`src/rtl/assert_macros.svh`:
```
// assertion helpers shared by the rtl
`ifndef ASSERT_MACROS_SVH
`define ASSERT_MACROS_SVH
`ifndef SYNTHESIS
// property must hold at every rising clock edge outside reset
`define ASSERT_PROP(lbl, clk, rst, prop) \
  lbl: assert property (@(posedge clk) disable iff (rst) (prop)) \
    else $error("assertion failed");
// expression must never be true outside reset
`define ASSERT_NEVER(lbl, clk, rst, expr) \
  lbl: assert property (@(posedge clk) disable iff (rst) !(expr)) \
    else $error("forbidden condition seen");
`else
`define ASSERT_PROP(lbl, clk, rst, prop)
`define ASSERT_NEVER(lbl, clk, rst, expr)
`endif
`endif

```
`src/rtl/srr_pkg.sv`:
```
package srr_pkg;

  // protocol sizing
  localparam int SEQ_COUNT   = 16;
  localparam int RECV_WINDOW = 8;
  localparam int CHUNK_BYTES = 3;

  // field widths
  localparam int FSEQ_W = 5;
  localparam int DATA_W = 24;
  localparam int LEN_W  = 2;

  // derived sizes
  localparam int SEQ_W   = $clog2(SEQ_COUNT);
  localparam int MAX_RUN = (RECV_WINDOW < SEQ_COUNT) ? RECV_WINDOW : SEQ_COUNT;
  localparam int RUN_W   = $clog2(MAX_RUN + 1);
  localparam int SLOT_W  = DATA_W + LEN_W;

  // result kind codes
  localparam logic KIND_CHUNK = 1'b0;
  localparam logic KIND_ACK   = 1'b1;

  // one buffered slot
  typedef struct packed {
    logic [DATA_W-1:0] data;
    logic [LEN_W-1:0]  len;
  } slot_t;

  // clamp the length to the chunk size
  function automatic logic [LEN_W-1:0] sat_len(input logic [LEN_W-1:0] len);
    logic [LEN_W-1:0] res;
    if (int'(len) > CHUNK_BYTES) begin
      res = LEN_W'(CHUNK_BYTES);
    end else begin
      res = len;
    end
    return res;
  endfunction

  // byte mask that keeps the first len bytes
  function automatic logic [DATA_W-1:0] chunk_mask(input logic [LEN_W-1:0] len);
    logic [DATA_W-1:0] mask;
    mask = '0;
    for (int b = 0; b < DATA_W / 8; b++) begin
      if (b < int'(len)) begin
        mask[b*8 +: 8] = 8'hFF;
      end
    end
    return mask;
  endfunction

endpackage

```
`src/rtl/srr_ram.sv`:
```
module srr_ram #(
  parameter int WIDTH = 8,
  parameter int DEPTH = 16
) (
  input  logic                     clk,
  input  logic                     we,
  input  logic [$clog2(DEPTH)-1:0] waddr,
  input  logic [WIDTH-1:0]         wdata,
  input  logic                     re,
  input  logic [$clog2(DEPTH)-1:0] raddr,
  output logic [WIDTH-1:0]         rdata
);

  logic [WIDTH-1:0] mem [DEPTH];

  // one write port, one registered read port
  always_ff @(posedge clk) begin
    if (we) begin
      mem[waddr] <= wdata;
    end
    if (re) begin
      rdata <= mem[raddr];
    end
  end

endmodule

```
`src/rtl/selective_repeat_receiver.sv`:
```
// channel  | direction | handshake                  | fields
// frame    | in        | frame_valid / frame_stall  | frame_seq, payload_data, payload_len
// result   | out       | result_valid / result_stall| kind, ack_seq, chunk_data, chunk_len, last
//
// one frame at a time: from accept to the next accept the sequencer delivers n chunks
// (0 to 8), each one read of the slot ram plus its registered data, then one ack
// frame_stall is low only while idle; an accepted item inside the window goes into a free slot of the slot ram
// result_stall holds the output register and pauses the sequencer
// synchronous reset clears the slot valid map and the window base; no clearing pass
`include "assert_macros.svh"

module selective_repeat_receiver (
  input  logic                          clk,
  input  logic                          rst,
  input  logic                          frame_valid,
  output logic                          frame_stall,
  input  logic [srr_pkg::FSEQ_W-1:0]    frame_seq,
  input  logic [srr_pkg::DATA_W-1:0]    payload_data,
  input  logic [srr_pkg::LEN_W-1:0]     payload_len,
  output logic                          result_valid,
  input  logic                          result_stall,
  output logic                          kind,
  output logic [srr_pkg::FSEQ_W-1:0]    ack_seq,
  output logic [srr_pkg::DATA_W-1:0]    chunk_data,
  output logic [srr_pkg::LEN_W-1:0]     chunk_len,
  output logic                          last
);

  typedef enum logic [1:0] {
    S_IDLE,
    S_SCAN,
    S_RDATA,
    S_ACK
  } state_t;

  state_t                         state;
  logic [srr_pkg::SEQ_W-1:0]      base;
  logic [srr_pkg::RUN_W-1:0]      run;
  logic                           deliver;
  logic [srr_pkg::FSEQ_W-1:0]     seq_hold;
  logic [srr_pkg::SEQ_COUNT-1:0]  slot_valid;

  logic                           accept;
  logic                           seq_ok;
  logic [srr_pkg::SEQ_W-1:0]      idx;
  logic [srr_pkg::SEQ_W-1:0]      off;
  logic                           in_win;
  logic                           wr_en;
  srr_pkg::slot_t                 wr_slot;
  srr_pkg::slot_t                 rd_slot;
  logic                           rd_en;
  logic                           out_free;
  logic                           load_res;
  logic [srr_pkg::SEQ_W-1:0]      base_next;
  logic [srr_pkg::LEN_W-1:0]      len_sat;

  assign frame_stall = (state != S_IDLE);
  assign accept      = frame_valid && !frame_stall;
  assign out_free    = !result_valid || !result_stall;
  assign load_res    = out_free && ((state == S_RDATA) || (state == S_ACK));

  // window check of the arriving frame
  always_comb begin
    seq_ok = (frame_seq != '0) && (int'(frame_seq) <= srr_pkg::SEQ_COUNT);
    idx    = srr_pkg::SEQ_W'(frame_seq - srr_pkg::FSEQ_W'(1));
    if (idx >= base) begin
      off = idx - base;
    end else begin
      off = srr_pkg::SEQ_W'(int'(idx) + srr_pkg::SEQ_COUNT - int'(base));
    end
    in_win = seq_ok && (int'(off) < srr_pkg::RECV_WINDOW);
  end

  // chunk store on accept, only into a free slot inside the window
  always_comb begin
    len_sat      = srr_pkg::sat_len(payload_len);
    wr_slot.len  = len_sat;
    wr_slot.data = payload_data & srr_pkg::chunk_mask(len_sat);
    wr_en        = accept && in_win && !slot_valid[idx];
  end

  // next slot to deliver and its read
  always_comb begin
    if (int'(base) == srr_pkg::SEQ_COUNT - 1) begin
      base_next = '0;
    end else begin
      base_next = base + srr_pkg::SEQ_W'(1);
    end
    rd_en = (state == S_SCAN) && deliver && (int'(run) < srr_pkg::MAX_RUN) &&
            slot_valid[base];
  end

  srr_ram #(
    .WIDTH(srr_pkg::SLOT_W),
    .DEPTH(srr_pkg::SEQ_COUNT)
  ) u_slot_ram (
    .clk   (clk),
    .we    (wr_en),
    .waddr (idx),
    .wdata (wr_slot),
    .re    (rd_en),
    .raddr (base),
    .rdata (rd_slot)
  );

  // sequencer, slot map and result register
  always_ff @(posedge clk) begin
    if (rst) begin
      state        <= S_IDLE;
      base         <= '0;
      run          <= '0;
      deliver      <= 1'b0;
      slot_valid   <= '0;
      result_valid <= 1'b0;
    end else begin
      if (result_valid && !result_stall && !load_res) begin
        result_valid <= 1'b0;
      end
      if (wr_en) begin
        slot_valid[idx] <= 1'b1;
      end
      unique case (state)
        S_IDLE: begin
          if (accept) begin
            seq_hold <= frame_seq;
            deliver  <= in_win && (idx == base);
            run      <= '0;
            state    <= S_SCAN;
          end
        end
        S_SCAN: begin
          if (rd_en) begin
            slot_valid[base] <= 1'b0;
            base             <= base_next;
            run              <= run + srr_pkg::RUN_W'(1);
            state            <= S_RDATA;
          end else begin
            state <= S_ACK;
          end
        end
        S_RDATA: begin
          if (out_free) begin
            result_valid <= 1'b1;
            kind         <= srr_pkg::KIND_CHUNK;
            ack_seq      <= '0;
            chunk_data   <= rd_slot.data;
            chunk_len    <= rd_slot.len;
            last         <= 1'b0;
            state        <= S_SCAN;
          end
        end
        S_ACK: begin
          if (out_free) begin
            result_valid <= 1'b1;
            kind         <= srr_pkg::KIND_ACK;
            ack_seq      <= seq_hold;
            chunk_data   <= '0;
            chunk_len    <= '0;
            last         <= 1'b1;
            state        <= S_IDLE;
          end
        end
        default: state <= S_IDLE;
      endcase
    end
  end

  // checks
  `ASSERT_PROP(a_read_held_slot, clk, rst, rd_en |-> slot_valid[base])
  `ASSERT_PROP(a_run_bound, clk, rst, int'(run) <= srr_pkg::MAX_RUN)
  `ASSERT_NEVER(a_write_while_busy, clk, rst, wr_en && (state != S_IDLE))
  `ASSERT_PROP(a_ack_frees_input, clk, rst, (state == S_ACK && out_free) |=> !frame_stall)
  `ASSERT_PROP(a_chunk_after_read, clk, rst, rd_en |=> (state == S_RDATA))

endmodule
```
`config.mk`:
```
export PLATFORM = sky130hd
export DESIGN_NAME = selective_repeat_receiver
export DESIGN_NICKNAME = d
export VERILOG_FILES = /design/src/rtl/srr_pkg.sv /design/src/rtl/srr_ram.sv /design/src/rtl/selective_repeat_receiver.sv
export VERILOG_INCLUDE_DIRS = /design/src /design/src/rtl
export SDC_FILE = /design/constraint.sdc
export NUM_CORES = 1
export LEC_CHECK = 0
export BUFFER_PORTS_ARGS = -buffer_cell sky130_fd_sc_hd__buf_4
export CAP_MARGIN = 20
export CORE_ASPECT_RATIO = 0.8
export CORE_MARGIN = 2
export CORE_UTILIZATION = 59
export DETAILED_ROUTE_END_ITERATION = 8
export PLACE_DENSITY = 0.76
export SETUP_SLACK_MARGIN = 0.2
export SYNTH_ARGS = -nofsm -noshare
export SYNTH_HDL_FRONTEND = slang
export SYNTH_SLANG_ARGS = --single-unit
```
`constraint.sdc`:
```
create_clock -name clk -period 6.39 [get_ports clk]
set_input_delay 1.278 -clock clk [delete_from_list [all_inputs] [get_ports clk]]
set_output_delay 1.278 -clock clk [all_outputs]
set_load 0.02 [all_outputs]
```
==> qor.csv, run 1 <==
stage,metric,value,unit
cts,Clock transition at path regs,0.06,ns
grt,initial antenna violation count,0,
power,VDD IR max,0.230,mV
route,DR top layer,met4,
die,I/O pin total,70,
logic_synthesis,"FFs w/ async S/R, synth",0,
layout,# fillers,2090,
route,DR vias/cell,6.27,
setup_path,R2R Path Start,base[1],
layout,share of cells above drive strength 1,0.303,
place,GP Congestion,0.947,
place,Post-Place Cells,1417,
route,total wire length,40600,µm
logic_synthesis,Mapped Area,19900,µm²
layout,"commonest non-fill, non-tap cell in the layout",edfxtp_1,
worst_hold_path,Hold EP,slot_valid[13],
timing,min Tclk post-route,4.52,ns
setup_path,r2r endpoint,u_slot_ram.mem[8][22],
power,Clk pwr share,0.422,
power,Pint,5.27,mW
setup_path,Setup crit start kind,primary input,
die,area of the core,33400,µm²
layout,"commonest non-fill, non-tap cells in the layout","edfxtp_1, mux4_2, buf_4, clkbuf_16, and2_1",
outcome,status,"finished, final reports clean",
route,metal3 WL,2890,µm
worst_hold_path,type of the most critical hold path,reg2reg,
logic_synthesis,yosys warns,0,
logic_synthesis,dominant synthesized flop cell,edfxtp_1,
logic_synthesis,syn_area_per_cell,21.2,µm²
power,Lkg Pwr,7.25,nW
die,DIE WIDTH,209,µm
timing,Slew headroom,0.293,
timing,RSZ-0062 raised after global routing,no,
cts,root buf cell,clkbuf_16,
layout,ant diodes,0,
timing,sum of negative setup slack,0,ns
worst_hold_path,min-delay src,slot_valid[13],
power,Psw,1.34,mW
logic_synthesis,Post-synth EDFFs,479,
cts,Post CTS Setup Buffer Count,0,
cts,CTS buffer count,47,
timing,# setup viols final,0,
cts,CTS tree,yes,
timing,Fmax,0.221,GHz
timing,skew final,0.0240,ns
layout,synthesis-to-finish area growth,13.2,%
logic_synthesis,sequential area share after synthesis,0.751,
timing,fin crit share,0.707,
cts,Max clock buf depth,3,
cts,post-cts repair resize count,0,
cts,worst skew pair latency,0.58,ns
logic_synthesis,Yosys reg bits,507,
grt,first-pass GRT wire length,61600,µm
power,Logic pwr share,0.025,
route,"antenna viol nets, final",0,
setup_path,R2R setup slack,2.41,ns
cts,H-Tree Depth,2,
route,met1 WL,17100,µm
route,DR vias,9480,
run,max cap viols,0,
die,initial core utilization,0.596,
power,switch share,0.203,
logic_synthesis,Synth Instances,941,
cts,Sink Count,507,
place,HPWL Detailed,23600,µm
grt,"Remaining Overflow, GRT",0,
setup_path,crit end category,flop,
route,detailed-route wire length per cell,26.9,µm
setup_path,kind of critical path,in2reg,
timing,Final Hold Vio Count,0,
route,initial DRC count,995,
cts,CTS Hold Bufs,0,
route,wire length on met2,19600,µm
setup_path,Crit Path Max Fanout,26,
route,number of remaining DRC errors,0,
layout,Multi-input gate area,4640,µm²
grt,pin count of the biggest net entering global routing,59,
setup_path,data arrival time of the critical path,4.70,ns
grt,Tot GR Track Use,0.241,
power,Power Dens Cells,293,nW/µm²
grt,vias in the first global route,9794,
layout,sequential cell area,15000,µm²
power,Seq pwr share,0.553,
layout,fin cells,1512,
worst_hold_path,Hold Path Stages,2,
logic_synthesis,Synth cell types,54,
die,Die Area,35200,µm²
route,Initial DRT Pass Iterations,5,
die,row cnt,60,
timing,max-slew violation count,0,
setup_path,CP required,6.57,ns
setup_path,FF-to-FF path depth,7,
place,I/O Buffers,69,
logic_synthesis,Syn Nets,989,
layout,nets,1087,
die,Die Span Y,168,µm
timing,Slew @ Worst Pin,1.06,ns
kinds of logic after synthesis:
logic type / Yosys count / synth area share
flops: 507 / 0.751
compound gates: 60 / 0.0227
buf+inv: 75 / 0.0189
fa+ha+maj: 13 / 0.00817
xor+xnor: 6 / 0.00264
mux: 141 / 0.158
simple gates: 139 / 0.0394
critical path, cell delays in order:
cell and delay [ns]:
buf_4 0.19, inv_1 0.10, ha_1 0.23, xnor2_1 0.59, inv_2 0.15, ha_1 0.34
o21ai_1 0.14, and3_1 0.43, o211ai_1 0.36, nor2_4 0.89
final cells by class:
type                    instances  area share
repair buffers                 96      0.0334
well taps                     434      0.0241
inverters                      28     0.00466
clock inverters                28      0.0127
clock buffers                  60      0.0557
flip-flops and latches        507       0.663
multi-input cells             359       0.206
cell usage after synthesis (3+ instances only):
master     number  area (µm²)
mux4_2        135        3040
o21ai_1         5        25.0
xnor2_1         4        35.0
and2_1         43         269
a31o_2          4        35.0
nor2b_1        10        62.6
o31ai_1         4        30.0
nand3_1         5        25.0
nor2_1         23        86.3
buf_6           9         101
nand2_1        22        82.6
nor3b_1         3        22.5
inv_1          26        97.6
o2111ai_1       8        70.1
dfxtp_1        28         561
a21o_1          3        22.5
ha_1           13         163
clkbuf_1       20        75.1
a21oi_1        16        80.1
nor3_1          4        20.0
edfxtp_1      479       14400
buf_2          16        80.1
a221oi_1        4        35.0
and3_1         18         113
registers in the layout, indices dropped and copies added (netlist names):
register,flops
ack_seq,5
base,4
chunk_data,24
chunk_len,2
deliver,1
last,1
result_valid,1
run,4
seq_hold,5
slot_valid,16
state,2
u_slot_ram.mem,416
u_slot_ram.rdata,26
how the worst max path moves through the flow:
| stage | startpoint | to | slack (ns) | cells after the start |
|---|---|---|---|---|
| final | frame_seq[0] | u_slot_ram.mem[8][22] | 1.87 | 10 |
| after detailed placement | frame_seq[0] | u_slot_ram.mem[12][8] | 1.22 | 10 |
| after CTS | frame_seq[0] | u_slot_ram.mem[14][21] | 1.76 | 10 |
| after global routing | frame_seq[0] | u_slot_ram.mem[8][22] | 1.65 | 10 |
| after global placement | frame_seq[0] | u_slot_ram.mem[12][8] | 1.36 | 10 |
| after floorplan | rst | ack_seq[0] | 1.67 | 4 |
through the flow:
stage / cell area (µm²) / setup slack, ns / util / power (mW) / hold slack, ns
after global routing: 22500 / 1.65 / 0.675 / 6.78 / 0.491
after detailed placement: 20900 / 1.22 / 0.627 / 3.89 / 0.459
after floorplan: 19900 / 1.67 / - / 3.81 / 0.427
final: 22500 / 1.87 / 0.675 / 6.61 / 0.468
after global placement: 20900 / 1.36 / 0.626 / 3.88 / 0.453
after CTS: 22500 / 1.76 / 0.673 / 6.65 / 0.468
power groups by stage:
stage | sequential [mW] | combinational [mW] | clock (mW)
floorplan | 3.73 | 0.0834 | 0
global placement | 3.73 | 0.155 | 0
detailed placement | 3.73 | 0.161 | 0
CTS | 3.66 | 0.162 | 2.83
global route | 3.66 | 0.182 | 2.94
finish | 3.66 | 0.167 | 2.79
routing by layer:
layer | GRT usage | up-vias
li1 | - | 4070
met2 | 0.379 | 428
met4 | 0.0705 | 0
met1 | 0.354 | 4906
met3 | 0.0436 | 76
met5 | 0 | -
Note: power is estimated with default switching activity, not from simulation.
==> run 2: changes to the inputs <==
- CORE_UTILIZATION: 59 -> 55
- PLACE_DENSITY: 0.76 -> 0.75
- clock period: 6.39 -> 3.97 ns (I/O delays scaled with it)
==> run 2 against run 1 <==
Critical endpoint is now u_slot_ram.mem[10][15]. Largest power group unchanged. Clock power rose by 61%. Total power grew 61%. Sequential share of layout area decreased by 0.97 points. Sequential power is 61% higher. Largest cell class unchanged. Sequential cell count is the same. Register-to-register slack worse by 1.5 ns. Routed wire length up 5.7%. Die area rose by 7.1%. First-iteration DRC count grew 21%. Critical path type unchanged.
==> qor.csv, run 2 (synthesized netlist as in run 1, its figures left out) <==
stage,metric,value,unit
place,I/O Buffers,69,
timing,Fmax,0.307,GHz
cts,CTS Hold Bufs,0,
cts,H-Tree Depth,2,
worst_hold_path,Hold Path Stages,1,
setup_path,crit end category,flop,
place,GP Congestion,0.884,
layout,"commonest non-fill, non-tap cell in the layout",edfxtp_1,
grt,pin count of the biggest net entering global routing,91,
place,HPWL Detailed,25700,µm
grt,"Remaining Overflow, GRT",0,
die,area of the core,35800,µm²
power,Seq pwr share,0.552,
route,initial DRC count,1207,
power,Power Dens Cells,466,nW/µm²
timing,RSZ-0062 raised after global routing,no,
setup_path,CP Launch Point,frame_seq[0],
power,Logic pwr share,0.027,
die,row cnt,62,
timing,Slew @ Worst Pin,0.953,ns
setup_path,kind of critical path,in2reg,
setup_path,Crit Path Max Fanout,26,
timing,max-slew violation count,0,
die,Die Area,37700,µm²
route,detailed-route wire length per cell,27.3,µm
power,Psw,2.13,mW
layout,"commonest non-fill, non-tap cells in the layout","edfxtp_1, mux4_2, buf_4, clkbuf_16, and2_1",
cts,post-cts repair resize count,0,
cts,Sink Count,507,
route,DR vias/cell,6.24,
timing,Slew headroom,0.363,
die,DIE WIDTH,217,µm
timing,min Tclk post-route,3.26,ns
place,Post-Place Cells,1484,
power,VDD IR max,0.389,mV
power,Lkg Pwr,7.39,nW
grt,initial antenna violation count,2,
power,switch share,0.200,
die,Die Span Y,174,µm
cts,CTS buffer count,49,
setup_path,FF-to-FF path depth,8,
setup_path,R2R setup slack,0.90,ns
timing,fin crit share,0.820,
route,number of remaining DRC errors,0,
power,Clk pwr share,0.421,
setup_path,R2R Path Start,base[1],
layout,fin cells,1575,
layout,max reg flops,416,
setup_path,r2r endpoint,u_slot_ram.mem[10][15],
route,Initial DRT Pass Iterations,5,
grt,Tot GR Track Use,0.236,
layout,# fillers,2353,
route,total wire length,43000,µm
power,Pint,8.53,mW
layout,share of cells above drive strength 1,0.314,
timing,# setup viols final,0,
layout,synthesis-to-finish area growth,14.9,%
timing,skew final,0.0311,ns
cts,root buf cell,clkbuf_16,
layout,Finished Core Util,0.640,
run,max cap viols,0,
grt,vias in the first global route,9866,
layout,sequential cell area,15000,µm²
cts,Post CTS Setup Buffer Count,0,
die,initial core utilization,0.557,
timing,Final Hold Vio Count,0,
layout,Reg with most FFs,u_slot_ram.mem,
layout,nets,1108,
timing,sum of negative setup slack,0,ns
worst_hold_path,Hold EP,seq_hold[4],
outcome,status,"finished, final reports clean",
timing,hold slack,0.440,ns
setup_path,data arrival time of the critical path,3.51,ns
die,I/O pin total,70,
cts,worst skew pair latency,0.58,ns
layout,ant diodes,0,
setup_path,Setup crit start kind,primary input,
cts,Max clock buf depth,3,
worst_hold_path,min-delay src,frame_seq[4],
layout,biggest regs,"u_slot_ram.mem (416), u_slot_ram.rdata (26), chunk_data (24)",
worst_hold_path,type of the most critical hold path,in2reg,
setup_path,CP required,4.22,ns
cts,CTS tree,yes,
route,DR vias,9821,
grt,first-pass GRT wire length,64300,µm
layout,Multi-input gate area,4650,µm²
cts,Clock transition at path regs,0.06,ns
route,"antenna viol nets, final",0,
==> run 2: cell count changes in the layout (fill, tap and decap cells not counted), moves of 2 or more <==
cell / change
clkinvlp_4: -2
clkbuf_16: +2
buf_12: +10
clkinv_2: -2
buf_4: +9
==> run 2: power by group through the flow <==
stage          clock network (mW)  logic [mW]  registers (mW)
2_1_floorplan                   0       0.135            6.00
3_3_place_gp                    0       0.271            6.00
3_5_place_dp                    0       0.280            6.00
4_1_cts                      4.56       0.282            5.88
5_1_grt                      4.77       0.311            5.88
6_report                     4.49       0.288            5.88
==> run 2: area by class of cell <==
type                            count  share of cell area
Clock buffer                       60              0.0563
Clock inverter                     26              0.0112
Inverter                           28             0.00460
Multi-Input combinational cell    359               0.203
Sequential cell                   507               0.654
Tap cell                          480              0.0263
Timing Repair Buffer              115              0.0446
==> run 2: worst max-delay path, cell delays in order <==
cell      delay [ns]
buf_4           0.18
inv_1           0.11
ha_1            0.41
inv_1           0.08
ha_1            0.29
nor2b_1         0.14
o21ai_1         0.21
and3_1          0.44
o211ai_1        0.36
nor2_4          0.22
buf_12          0.24
==> run 2: stage by stage <==
step | area [µm²] | power [mW] | setup WS [ns]
2_1_floorplan | 19900 | 6.14 | -0.200
3_3_place_gp | 21300 | 6.27 | 0.299
3_5_place_dp | 21300 | 6.28 | 0.228
4_1_cts | 22800 | 10.7 | 0.779
5_1_grt | 22900 | 11.0 | 0.547
6_report | 22900 | 10.7 | 0.713
==> run 2: how the worst max path moves through the flow <==
stage | to | cells past startpoint | slack, ns
floorplan | u_slot_ram.mem[10][0] | 11 | -0.20
global placement | u_slot_ram.mem[10][18] | 11 | 0.30
detailed placement | u_slot_ram.mem[10][24] | 11 | 0.23
CTS | u_slot_ram.mem[10][1] | 11 | 0.78
global route | u_slot_ram.mem[10][15] | 11 | 0.55
finish | u_slot_ram.mem[10][15] | 11 | 0.71
==> run 2: metal layers <==
layer	wire length (µm)	track usage	up-vias
li1	-	-	4121
met1	18200	0.361	5138
met2	19500	0.347	508
met3	4630	0.0635	54
met4	616	0.0491	0
met5	0	0	-
